## config.mk

```make
export PLATFORM = sky130hd
export DESIGN_NAME = calendar_day_difference_flat
export DESIGN_NICKNAME = d
export VERILOG_FILES = /design/src/rtl/cdd_pkg.sv /design/src/rtl/cdd_in_if.sv /design/src/rtl/cdd_out_if.sv /design/src/rtl/calendar_day_difference.sv /design/src/rtl/cdd_date_conv.sv /design/src/rtl/cdd_diff.sv /design/src/flat_wrapper.sv
export SDC_FILE = /design/constraint.sdc
export NUM_CORES = 2
export LEC_CHECK = 0
export ABC_CLOCK_PERIOD_IN_PS = 10600
export BUFFER_PORTS_ARGS = -buffer_cell sky130_fd_sc_hd__clkbuf_2
export CORE_MARGIN = 2
export CORE_UTILIZATION = 55
export CTS_CLUSTER_DIAMETER = 150
export DETAILED_ROUTE_END_ITERATION = 10
export GPL_TIMING_DRIVEN = 0
export HOLD_SLACK_MARGIN = 0.15
export PLACE_DENSITY = 0.72
export SYNTH_ARGS = -nofsm -noshare
export SYNTH_HDL_FRONTEND = slang
export SYNTH_SLANG_ARGS = --single-unit
```

## constraint.sdc

```tcl
create_clock -name clk -period 10.6 [get_ports clk]
set_clock_uncertainty 0.1 [all_clocks]
set_input_delay 1.59 -clock clk [delete_from_list [all_inputs] [get_ports clk]]
set_output_delay 1.59 -clock clk [all_outputs]
set_load 0.005 [all_outputs]
```

## src/rtl/cdd_pkg.sv

```systemverilog
// Shared types, constants and calendar helper functions for the day difference block.
package cdd_pkg;

	localparam int DAY_W    = 5;
	localparam int MONTH_W  = 4;
	localparam int YEAR_W   = 14;
	localparam int COUNT_W  = 22;
	localparam int DAYNUM_W = 23;
	localparam int DOY_W    = 9;
	localparam int Q_W      = 9;

	typedef logic [DAY_W-1:0]    day_t;
	typedef logic [MONTH_W-1:0]  month_t;
	typedef logic [YEAR_W-1:0]   year_t;
	typedef logic [COUNT_W-1:0]  count_t;
	typedef logic [DAYNUM_W-1:0] daynum_t;
	typedef logic [DOY_W-1:0]    doy_t;
	typedef logic [Q_W-1:0]      quot_t;

	localparam month_t MONTH_JAN    = 4'd1;
	localparam month_t MONTH_FEB    = 4'd2;
	localparam month_t MONTH_DEC    = 4'd12;
	localparam day_t   FEB_LEAP_LEN = 5'd29;
	localparam count_t COUNT_MAX    = {COUNT_W{1'b1}};

	// Stage advance enables, one per pipeline register.
	typedef struct packed {
		logic en1;
		logic en2;
		logic en3;
		logic en4;
	} cdd_stage_en_t;

	// Length of a month in a common year.
	function automatic day_t month_len(month_t m);
		day_t len;
		case (m)
			4'd1, 4'd3, 4'd5, 4'd7, 4'd8, 4'd10, 4'd12: len = 5'd31;
			4'd2:                                       len = 5'd28;
			4'd4, 4'd6, 4'd9, 4'd11:                    len = 5'd30;
			default:                                    len = 5'd0;
		endcase
		return len;
	endfunction

	// Days in a common year before the first of the month.
	function automatic doy_t days_before(month_t m);
		doy_t n;
		case (m)
			4'd1:    n = 9'd0;
			4'd2:    n = 9'd31;
			4'd3:    n = 9'd59;
			4'd4:    n = 9'd90;
			4'd5:    n = 9'd120;
			4'd6:    n = 9'd151;
			4'd7:    n = 9'd181;
			4'd8:    n = 9'd212;
			4'd9:    n = 9'd243;
			4'd10:   n = 9'd273;
			4'd11:   n = 9'd304;
			4'd12:   n = 9'd334;
			default: n = 9'd0;
		endcase
		return n;
	endfunction

	// Divide a 13-bit value by 25 with a reciprocal multiply (exact below 43690).
	function automatic quot_t div25(logic [12:0] x);
		logic [25:0] p;
		p = 26'(x) * 26'd5243;
		return p[25:17];
	endfunction

endpackage

```

## src/rtl/cdd_in_if.sv

```systemverilog
// Input channel carrying a pair of dates and the include-end flag.
interface cdd_in_if;
	import cdd_pkg::*;

	logic   valid;
	logic   ready;
	day_t   start_day;
	month_t start_month;
	year_t  start_year;
	day_t   end_day;
	month_t end_month;
	year_t  end_year;
	logic   include_end;

	modport source (
		output valid, start_day, start_month, start_year,
		output end_day, end_month, end_year, include_end,
		input  ready
	);
	modport sink (
		input  valid, start_day, start_month, start_year,
		input  end_day, end_month, end_year, include_end,
		output ready
	);
endinterface

```

## src/rtl/cdd_out_if.sv

```systemverilog
// Output channel carrying the day count and the invalid-date flag.
interface cdd_out_if;
	import cdd_pkg::*;

	logic   valid;
	logic   ready;
	count_t day_count;
	logic   date_invalid;

	modport source (output valid, day_count, date_invalid, input ready);
	modport sink (input valid, day_count, date_invalid, output ready);
endinterface

```

## src/rtl/calendar_day_difference.sv

```systemverilog
// Top level of the Gregorian day difference pipeline.
// Each transfer on dates carries a start date, an end date and an include-end flag; one
// transfer on days follows with the number of days from start to end (0 when the start
// is not before the end), plus one when include_end is set, saturated at 4194303. A
// month outside 1 to 12, or a day that is 0 or past the month's length, sets
// date_invalid and forces the count to 0. The block is a four-stage pipeline: both
// dates are turned into day numbers in three stages with reciprocal multiplies for the
// century corrections, and the fourth stage forms the difference into the output
// register. A new item is taken every cycle while the days channel is ready;
// throughput is set only by that ready. A stall there holds the output register and
// every full stage with no empty stage between it and the output, while an empty
// stage keeps taking data from the one before it.
module calendar_day_difference (
	input  logic clk,
	input  logic arst_n,
	cdd_in_if.sink    dates,
	cdd_out_if.source days
);
	import cdd_pkg::*;

	cdd_stage_en_t en;
	logic          vld_s1, vld_s2, vld_s3, vld_s4;
	logic          inc_s1, inc_s2, inc_s3;
	daynum_t       start_num, end_num;
	logic          start_ok, end_ok;

	// Advance a stage when it is empty or the stage after it advances
	always_comb begin
		en.en4 = !vld_s4 || days.ready;
		en.en3 = !vld_s3 || en.en4;
		en.en2 = !vld_s2 || en.en3;
		en.en1 = !vld_s1 || en.en2;
	end

	assign dates.ready = en.en1;

	// Valid bits travel with the data
	always_ff @(posedge clk or negedge arst_n) begin
		if (!arst_n) begin
			vld_s1 <= 1'b0;
			vld_s2 <= 1'b0;
			vld_s3 <= 1'b0;
			vld_s4 <= 1'b0;
		end else begin
			if (en.en1) vld_s1 <= dates.valid;
			if (en.en2) vld_s2 <= vld_s1;
			if (en.en3) vld_s3 <= vld_s2;
			if (en.en4) vld_s4 <= vld_s3;
		end
	end

	// Carry the include-end flag alongside the conversion stages
	always_ff @(posedge clk) begin
		if (en.en1) inc_s1 <= dates.include_end;
		if (en.en2) inc_s2 <= inc_s1;
		if (en.en3) inc_s3 <= inc_s2;
	end

	cdd_date_conv u_start_conv (
		.clk     (clk),
		.en      (en),
		.day     (dates.start_day),
		.month   (dates.start_month),
		.year    (dates.start_year),
		.day_num (start_num),
		.date_ok (start_ok)
	);

	cdd_date_conv u_end_conv (
		.clk     (clk),
		.en      (en),
		.day     (dates.end_day),
		.month   (dates.end_month),
		.year    (dates.end_year),
		.day_num (end_num),
		.date_ok (end_ok)
	);

	cdd_diff u_diff (
		.clk          (clk),
		.en           (en),
		.start_num    (start_num),
		.end_num      (end_num),
		.start_ok     (start_ok),
		.end_ok       (end_ok),
		.include_end  (inc_s3),
		.day_count    (days.day_count),
		.date_invalid (days.date_invalid)
	);

	assign days.valid = vld_s4;
endmodule

```

## src/rtl/cdd_date_conv.sv

```systemverilog
// Three-stage conversion of one date into a day number plus a validity check.
module cdd_date_conv (
	input  logic                  clk,
	input  cdd_pkg::cdd_stage_en_t en,
	input  cdd_pkg::day_t         day,
	input  cdd_pkg::month_t       month,
	input  cdd_pkg::year_t        year,
	output cdd_pkg::daynum_t      day_num,
	output logic                  date_ok
);
	import cdd_pkg::*;

	logic [14:0] y_p3, y_p99, y_p399;
	logic [12:0] ceil4;
	quot_t       ceil100, ceil400, quo100;
	daynum_t     y365;
	logic        month_ok;

	logic [12:0] ceil4_s1;
	quot_t       ceil100_s1, ceil400_s1, quo100_s1;
	daynum_t     y365_s1;
	year_t       year_s1;
	month_t      month_s1;
	day_t        day_s1;
	logic        month_ok_s1;

	logic        leap;
	logic [15:0] hundreds;
	day_t        mlen;

	daynum_t     yr_s2;
	logic [9:0]  md_s2;
	logic        ok_s2;

	daynum_t     dn_s3;
	logic        ok_s3;

	// Stage 1: leap-day corrections as ceiling quotients, year over 100, year times 365, month check
	always_comb begin
		y_p3     = {1'b0, year} + 15'd3;
		y_p99    = {1'b0, year} + 15'd99;
		y_p399   = {1'b0, year} + 15'd399;
		ceil4    = y_p3[14:2];
		ceil100  = div25(y_p99[14:2]);
		ceil400  = div25({2'b00, y_p399[14:4]});
		quo100   = div25({1'b0, year[13:2]});
		y365     = DAYNUM_W'(year) * DAYNUM_W'(365);
		month_ok = (month >= MONTH_JAN) && (month <= MONTH_DEC);
	end

	always_ff @(posedge clk) begin
		if (en.en1) begin
			ceil4_s1    <= ceil4;
			ceil100_s1  <= ceil100;
			ceil400_s1  <= ceil400;
			quo100_s1   <= quo100;
			y365_s1     <= y365;
			year_s1     <= year;
			month_s1    <= month;
			day_s1      <= day;
			month_ok_s1 <= month_ok;
		end
	end

	// Stage 2: leap year, day range check, year part and day-of-year part
	always_comb begin
		hundreds = 16'(quo100_s1) * 16'd100;
		leap     = (year_s1[1:0] == 2'b00) &&
		           ((hundreds != 16'(year_s1)) || (quo100_s1[1:0] == 2'b00));
		mlen     = ((month_s1 == MONTH_FEB) && leap) ? FEB_LEAP_LEN : month_len(month_s1);
	end

	always_ff @(posedge clk) begin
		if (en.en2) begin
			yr_s2 <= y365_s1 + DAYNUM_W'(ceil4_s1) - DAYNUM_W'(ceil100_s1)
			         + DAYNUM_W'(ceil400_s1);
			md_s2 <= 10'(days_before(month_s1)) + 10'(leap && (month_s1 > MONTH_FEB))
			         + 10'(day_s1);
			ok_s2 <= month_ok_s1 && (day_s1 != '0) && (day_s1 <= mlen);
		end
	end

	// Stage 3: combine into the day number counted from 1 January of year 0
	always_ff @(posedge clk) begin
		if (en.en3) begin
			dn_s3 <= yr_s2 + DAYNUM_W'(md_s2) - DAYNUM_W'(1);
			ok_s3 <= ok_s2;
		end
	end

	assign day_num = dn_s3;
	assign date_ok = ok_s3;
endmodule

```

## src/rtl/cdd_diff.sv

```systemverilog
// Final stage: difference of day numbers, include-end adjust and saturation.
module cdd_diff (
	input  logic                  clk,
	input  cdd_pkg::cdd_stage_en_t en,
	input  cdd_pkg::daynum_t      start_num,
	input  cdd_pkg::daynum_t      end_num,
	input  logic                  start_ok,
	input  logic                  end_ok,
	input  logic                  include_end,
	output cdd_pkg::count_t       day_count,
	output logic                  date_invalid
);
	import cdd_pkg::*;

	daynum_t     diff;
	logic [23:0] total;
	logic        bad;
	count_t      count;

	// Clamp negative spans to zero, add the end day, saturate, zero the count for a bad date
	always_comb begin
		bad   = !(start_ok && end_ok);
		diff  = (start_num < end_num) ? (end_num - start_num) : '0;
		total = 24'(diff) + 24'(include_end);
		if (bad) begin
			count = '0;
		end else if (total > 24'(COUNT_MAX)) begin
			count = COUNT_MAX;
		end else begin
			count = total[COUNT_W-1:0];
		end
	end

	always_ff @(posedge clk) begin
		if (en.en4) begin
			day_count    <= count;
			date_invalid <= bad;
		end
	end
endmodule
```

## src/flat_wrapper.sv

```systemverilog
// flat-port wrapper written by rule: the top's interface ports become plain ports
module calendar_day_difference_flat import cdd_pkg::*;
  (clk, arst_n, dates_valid, dates_start_day, dates_start_month, dates_start_year, dates_end_day, dates_end_month, dates_end_year, dates_include_end, dates_ready, days_valid, days_day_count, days_date_invalid, days_ready);
  cdd_in_if dates_i ();
  cdd_out_if days_i ();
  input  logic clk;
  input  logic arst_n;
  input wire logic [$bits(dates_i.valid)-1:0] dates_valid;
  input wire logic [$bits(dates_i.start_day)-1:0] dates_start_day;
  input wire logic [$bits(dates_i.start_month)-1:0] dates_start_month;
  input wire logic [$bits(dates_i.start_year)-1:0] dates_start_year;
  input wire logic [$bits(dates_i.end_day)-1:0] dates_end_day;
  input wire logic [$bits(dates_i.end_month)-1:0] dates_end_month;
  input wire logic [$bits(dates_i.end_year)-1:0] dates_end_year;
  input wire logic [$bits(dates_i.include_end)-1:0] dates_include_end;
  output wire logic [$bits(dates_i.ready)-1:0] dates_ready;
  output wire logic [$bits(days_i.valid)-1:0] days_valid;
  output wire logic [$bits(days_i.day_count)-1:0] days_day_count;
  output wire logic [$bits(days_i.date_invalid)-1:0] days_date_invalid;
  input wire logic [$bits(days_i.ready)-1:0] days_ready;
  assign dates_i.valid = dates_valid;
  assign dates_i.start_day = dates_start_day;
  assign dates_i.start_month = dates_start_month;
  assign dates_i.start_year = dates_start_year;
  assign dates_i.end_day = dates_end_day;
  assign dates_i.end_month = dates_end_month;
  assign dates_i.end_year = dates_end_year;
  assign dates_i.include_end = dates_include_end;
  assign dates_ready = dates_i.ready;
  assign days_valid = days_i.valid;
  assign days_day_count = days_i.day_count;
  assign days_date_invalid = days_i.date_invalid;
  assign days_i.ready = days_ready;
  calendar_day_difference u_core (.clk(clk), .arst_n(arst_n), .dates(dates_i), .days(days_i));
endmodule
```

After elaboration in Yosys (flattened, before gate mapping)
Memories as Yosys holds them, arrays and structs flattened. A register that Yosys moved wholly into a read port is not among the register bits.
Cells that the tools add are included.

word-level totals
  bits of input ports = 51
  bits in registers = 314
  ROM bits = 448
  word-level logic and storage cells = 127
  memories = 4
  output and inout bits = 25

memories
  memory           depth  bits a word  rd ports  clocked after memory_dff  write ports  line           RTL
  (no name shown)  16     9            1         1                         0            cdd_pkg.sv:49  case (m)
  (no name shown)  16     9            1         1                         0            cdd_pkg.sv:49
  (no name shown)  16     5            1         1                         0            cdd_pkg.sv:37  case (m)
  (no name shown)  16     5            1         1                         0            cdd_pkg.sv:37

cells by class
  muxes and demuxes = 10
  reductions and logical operators = 30
  order comparisons = 10
  add/sub/neg operators = 22
  eq/ne operators = 4
  multiply operators = 10

operators with widths
  kind                                                              number
  multiplier 13 x 13 -> 26 bit (second input constant)              2
  multiplier 12 x 13 -> 25 bit (second input constant)              2
  multiplier 11 x 13 -> 24 bit (second input constant)              2
  adder 23 x 10 -> 23 bit                                           2
  adder 23 x 13 -> 23 bit                                           2
  adder 23 x 7 -> 23 bit                                            2
  multiplier 14 x 9 -> 23 bit (second input constant)               2
  subtractor 23 x 1 -> 23 bit (second input constant)               2
  subtractor 23 x 9 -> 23 bit                                       2
  adder 14 x 2 -> 15 bit (second input constant)                    2
  adder 14 x 7 -> 15 bit (second input constant)                    2
  adder 14 x 9 -> 15 bit (second input constant)                    2
  != test 15 x 14 -> 1 bit                                          2
  multiplier 8 x 5 -> 13 bit (second input constant)                2
  adder 23 x 1 -> 24 bit                                            1
  greater-than comparator 24 x 22 -> 1 bit (second input constant)  1
  < comparator 23 bit                                               1
  2-to-1 mux 23 bit                                                 1
  subtractor 23 bit                                                 1
  2-to-1 mux 22 bit                                                 1
  adder 10 x 5 -> 10 bit                                            2
  adder 9 x 1 -> 10 bit                                             2
  2-to-1 mux 9 bit                                                  2
  2-to-1 mux 4 bit                                                  4
  other kinds (11)                                                  42

Longest topological paths before layout
  depth after elaboration = 8
  gate-level depth with buffers = 30
  mapped depth without buffers = 29

Cells and area by module
From an unflattened synthesis, not the netlist that was laid out.

unflattened totals
  cell total of the unflattened synthesis = 4,159
  area total of the unflattened synthesis = 42,592.1 µm²

by module, submodules not included
  module                                area each (µm²)  cells each  instances  sequential area each (µm²)
  cdd_date_conv at u_core.u_end_conv    19,874.1         1,913       1          4,444.3
  cdd_date_conv at u_core.u_start_conv  19,530.0         1,860       1          4,444.3
  cdd_diff                              2,929.1          370         1          690.7
  calendar_day_difference               259.0            16          1          190.2

Worst setup path before layout
Ideal clock, no wire load.

  path type = input port to flip-flop
  start point = in days_ready
  end point = reg with a tool-made name
  setup time = 0.149 ns
  slack = 1.483 ns
  data required time = 10.351 ns
  data arrival time = 8.868 ns
  stages on the path = 7
  buffers on the path = 1
  path through = nor2b_1 > nand4_1 > buf_1 > mux2i_1 > ha_1 > nor3_1 > a31oi_1

RTL lines
  item                line                RTL
  start: declaration  flat_wrapper.sv:20  input wire logic [$bits(days_i.ready)-1:0] days_ready;

Final worst setup path
  start point = in dates_start_year[3]
  end point = reg u_core.u_start_conv.ceil100_s1[8] (data pin)

on the way
  cells in the longest elaborated chain, start to end = 2

ends and longest elaborated chain
  item                                line                 RTL
  start: declaration                  flat_wrapper.sv:11   input wire logic [$bits(dates_i.start_year)-1:0] dates_start_year;
  adder 14 x 7 -> 15 bit              cdd_date_conv.sv:41  y_p99 = {1'b0, year} + 15'd99;
  multiplier 13 x 13 -> 26 bit        cdd_pkg.sv:70        p = 26'(x) * 26'd5243;
  net u_core.u_start_conv.ceil100[8]  cdd_date_conv.sv:15  quot_t ceil100, ceil400, quo100;
  end signal: assignment              cdd_date_conv.sv:54  ceil100_s1 <= ceil100;
  end: declaration                    cdd_date_conv.sv:20  quot_t ceil100_s1, ceil400_s1, quo100_s1;

The timed path passes the listed nets, and every way through them passes these cells.
A chain may end at the register's enable or synchronous reset.

==> reports/results.tsv <==
metric	value	unit
violation count after the first detailed-route iteration	1295	
min setup slack post-route	1360	ps
met1 Resource Use GR	30.6	%
RD Place Congestion	0.870	
critical-path cell with the highest stage delay	a2111oi_0	
top-area cell type share of the netlist area	25.7	%
sort of element at the end of the critical path	register	
wire length per cell	15.7	um
initial standard-cell utilization of the core	55.4	%
share of the cycle needed by the critical path after routing	87.1	%
Crit path top cell by count	inv_1	
EDFF count, synth	306	
Post-Syn Nets	5381	
met2 track utilization from global routing	36.2	%
worst endpoint data arrival time	9450	ps
number of buffer and inverter stages on the critical path	6	
launch instance of the worst register-to-register path	u_core.u_start_conv.quo100_s1[3]$_DFFE_PP_	
post-synthesis to final-layout area growth	7.41	%
cell family contributing the most delay on the critical path	adder cells	
most crowded layer after global routing	met2	
count of maximum capacitance violations	0	
maximum number of pins on one net before global-route repair	45	
hold_ws	328	ps
clock tree from TritonCTS	built	
leading cell types by count after synthesis	981 x inv_1, 861 x ha_1, 419 x fa_1, 306 x edfxtp_1, 224 x xnor2_1	
I/O pin total	76	
Die H	280	um
Worst-Margin Slew	1130	ps
wire length reported by the detailed router	81400	um
Num CTS Buffers	39	
Worst setup endpoint	u_core.u_start_conv.ceil100_s1[8]$_DFFE_PP_	
result of the run	complete, no violations	
logic depth of the worst register-to-register path	21	
most frequently used cell type in the post-synthesis netlist	inv_1	
Synth Area per Inst	10.4	sq um
Synth async-reset ratio	1.20	%
total global-route track usage	21.9	%
cell type contributing the most total cell area after synthesis	ha_1	
yosys synthesis warning count	0	
filler cell count in the final layout	6266	
setup repair bufs after CTS	0	
total die area	78500	sq um
hold_sp	u_core.inc_s2$_DFFE_PP_	
clock latency on the worst-skew pair	570	ps
Final Hold Fails	0	
capture point of the worst reg-to-reg path	u_core.u_start_conv.md_s2[8]$_DFFE_PP_	
number of nets in the layout	5503	
type of the setup path with the least slack	in2reg	
clk slew on worst S/H paths	60	ps
post-route ant nets	0	
number of search-and-repair iterations in the first detailed-routing pass	5	
Netlist cell types	92	
pins over their slew limit	0	
Core Area	75700	sq um
global-route track usage on met3	3.12	%
main flop type after synthesis	edfxtp_1	
initial antenna violation count	5	
Mapped Area	42000	sq um
Final Critical Period	9240	ps
Critical Path Max Stage Delay	900	ps
via count of the first global-routing pass	27700	
count of hold buffers inserted by post-cts repair	0	
input/output buffers	75	
count of unresolved DRC violations after routing	0	
total number of H-tree levels	2	
number of placed cells counting well taps	5109	
gr ovfl total	0	
post-synthesis instance total	4050	
main area contributors after synthesis	ha_1 26%, edfxtp_1 22%, fa_1 20%, inv_1 8.8%, xnor2_1 4.7%	
share of the yosys chip area belonging to registers	23.3	%
class of the tightest hold or removal check	reg2reg	
Fmax	0.108	GHz
unrepaired setup endpoints after global routing	no	
synthesized flop and latch total	334	
final standard cell count with taps included and fillers excluded	5181	
placement row count	101	
global-route wire length before repair	138000	um
number of buffers between clock root and the deepest sink	3	
worst slew slack as a fraction of its limit	24.0	%
kind of start point of the critical path	input port	
minimum setup slack among reg-to-reg paths	5080	ps
fraction of layout cells with a size suffix above 1	5.24	%
Final HPWL DP	67800	um
worst setup slack before clock tree synthesis	810	ps
routed vias/inst	5.20	
total of cells resized after clock tree synthesis	0	
Worst Path Max Fanout	9	
number of stages on the worst setup path	27	
CTS sink cnt	334	
final count of negative-setup-slack endpoints	0	
CP Data Required Time	10820	ps
cell at the root of the clock tree	clkbuf_16	
routed via count	27000	
crit path launch	dates_start_year[3]	
fin util	59.5	%
x dimension of the die	280	um
metrics by stage:
step | instance area [sq um] | TNS, ps
global route | 45100 | 0
CTS | 45100 | 0
global placement | 43600 | -44700
detailed placement | 43700 | 0
floorplan | 42000 | 0
finish | 45100 | 0
worst register-to-register path, delay by kind of cell (launching register included):
kind	cells	cell delay [ps]
AOI/OAI and AO/OA	8	1250
xor gates and xnor gates	2	280
adders and majority gates	6	2350
DFF	1	460
and+or+nand+nor	5	840
worst min path at each step:
| stage | cells after the start | to | slack, ps |
|---|---|---|---|
| final | 0 | u_core.inc_s3$_DFFE_PP_ | 330 |
| after global routing | 0 | u_core.inc_s3$_DFFE_PP_ | 340 |
| after CTS | 0 | u_core.u_start_conv.date_ok$_DFFE_PP_ | 330 |
| after detailed placement | 0 | u_core.inc_s3$_DFFE_PP_ | 310 |
| after global placement | 0 | u_core.inc_s2$_DFFE_PP_ | 300 |
| after floorplan | 0 | u_core.inc_s2$_DFFE_PP_ | 300 |
layout by cell type (no fill, tap or decap), types with 12 or more instances in the layout:
cell / synthesis / final
nor2_1: 178 / 178
xor2_1: 67 / 67
or3_1: 16 / 16
nand2b_1: 37 / 37
clkbuf_16: 0 / 39
and3_1: 29 / 29
nor3_1: 58 / 58
o21a_1: 29 / 29
a21o_1: 59 / 59
nand3_1: 56 / 55
nand4_1: 25 / 25
a21oi_2: 18 / 18
o21ai_0: 98 / 98
xnor2_1: 224 / 224
clkbuf_2: 0 / 75
and2_1: 19 / 19
fa_1: 419 / 419
dfxtp_1: 24 / 24
nor2b_1: 47 / 47
or2_2: 12 / 12
inv_1: 981 / 981
clkbuf_1: 13 / 19
nand2_1: 112 / 111
a31oi_1: 13 / 13
a211oi_1: 22 / 22
a21oi_1: 128 / 128
o21bai_1: 25 / 25
ha_1: 861 / 861
edfxtp_1: 306 / 306
per-layer routing:
layer  vias up  routed length [um]
met5         -                  42
met1     12800               38300
met2       422               37600
met4         6                1470
li1      13600                   -
met3       108                3900
state kept, by name (all words and copies together) (netlist names), 7 cells and up, named ones only:
| register | flops |
|---|---|
| u_core.u_diff.day_count | 22 |
| u_core.u_end_conv.ceil100_s1 | 9 |
| u_core.u_end_conv.ceil400_s1 | 7 |
| u_core.u_end_conv.ceil4_s1 | 13 |
| u_core.u_end_conv.day_num | 23 |
| u_core.u_end_conv.md_s2 | 10 |
| u_core.u_end_conv.quo100_s1 | 8 |
| u_core.u_end_conv.y365_s1 | 23 |
| u_core.u_end_conv.year_s1 | 12 |
| u_core.u_end_conv.yr_s2 | 23 |
| u_core.u_start_conv.ceil100_s1 | 9 |
| u_core.u_start_conv.ceil400_s1 | 7 |
| u_core.u_start_conv.ceil4_s1 | 13 |
| u_core.u_start_conv.day_num | 23 |
| u_core.u_start_conv.md_s2 | 10 |
| u_core.u_start_conv.quo100_s1 | 8 |
| u_core.u_start_conv.y365_s1 | 23 |
| u_core.u_start_conv.year_s1 | 12 |
| u_core.u_start_conv.yr_s2 | 23 |
cell families after synthesis:
kind of cell | share of synthesized area, %
AOI/OAI and AO/OA | 7.80
xor gates and xnor gates | 6.08
adders and majority gates | 45.7
buffers and inverters | 9.14
DFF | 23.3
muxes | 0.346
and+or+nand+nor | 7.68
layout make-up:
type                    count  area, sq um  share of cell area [%]
clock buffers              47         1030                    2.28
plain buffers              24          150                   0.333
diodes                      1         2.50                 0.00555
flip-flops and latches    334         9770                    21.7
inverters                 982         3690                    8.18
repair buffers             81          495                    1.10
multi-input cells        2710        28400                    62.9
clock inverters            24          345                   0.766
well taps                 978         1220                    2.72
Power is not shown: default switching activity piles up to over one toggle a cycle in this logic, so the estimate is an artifact.
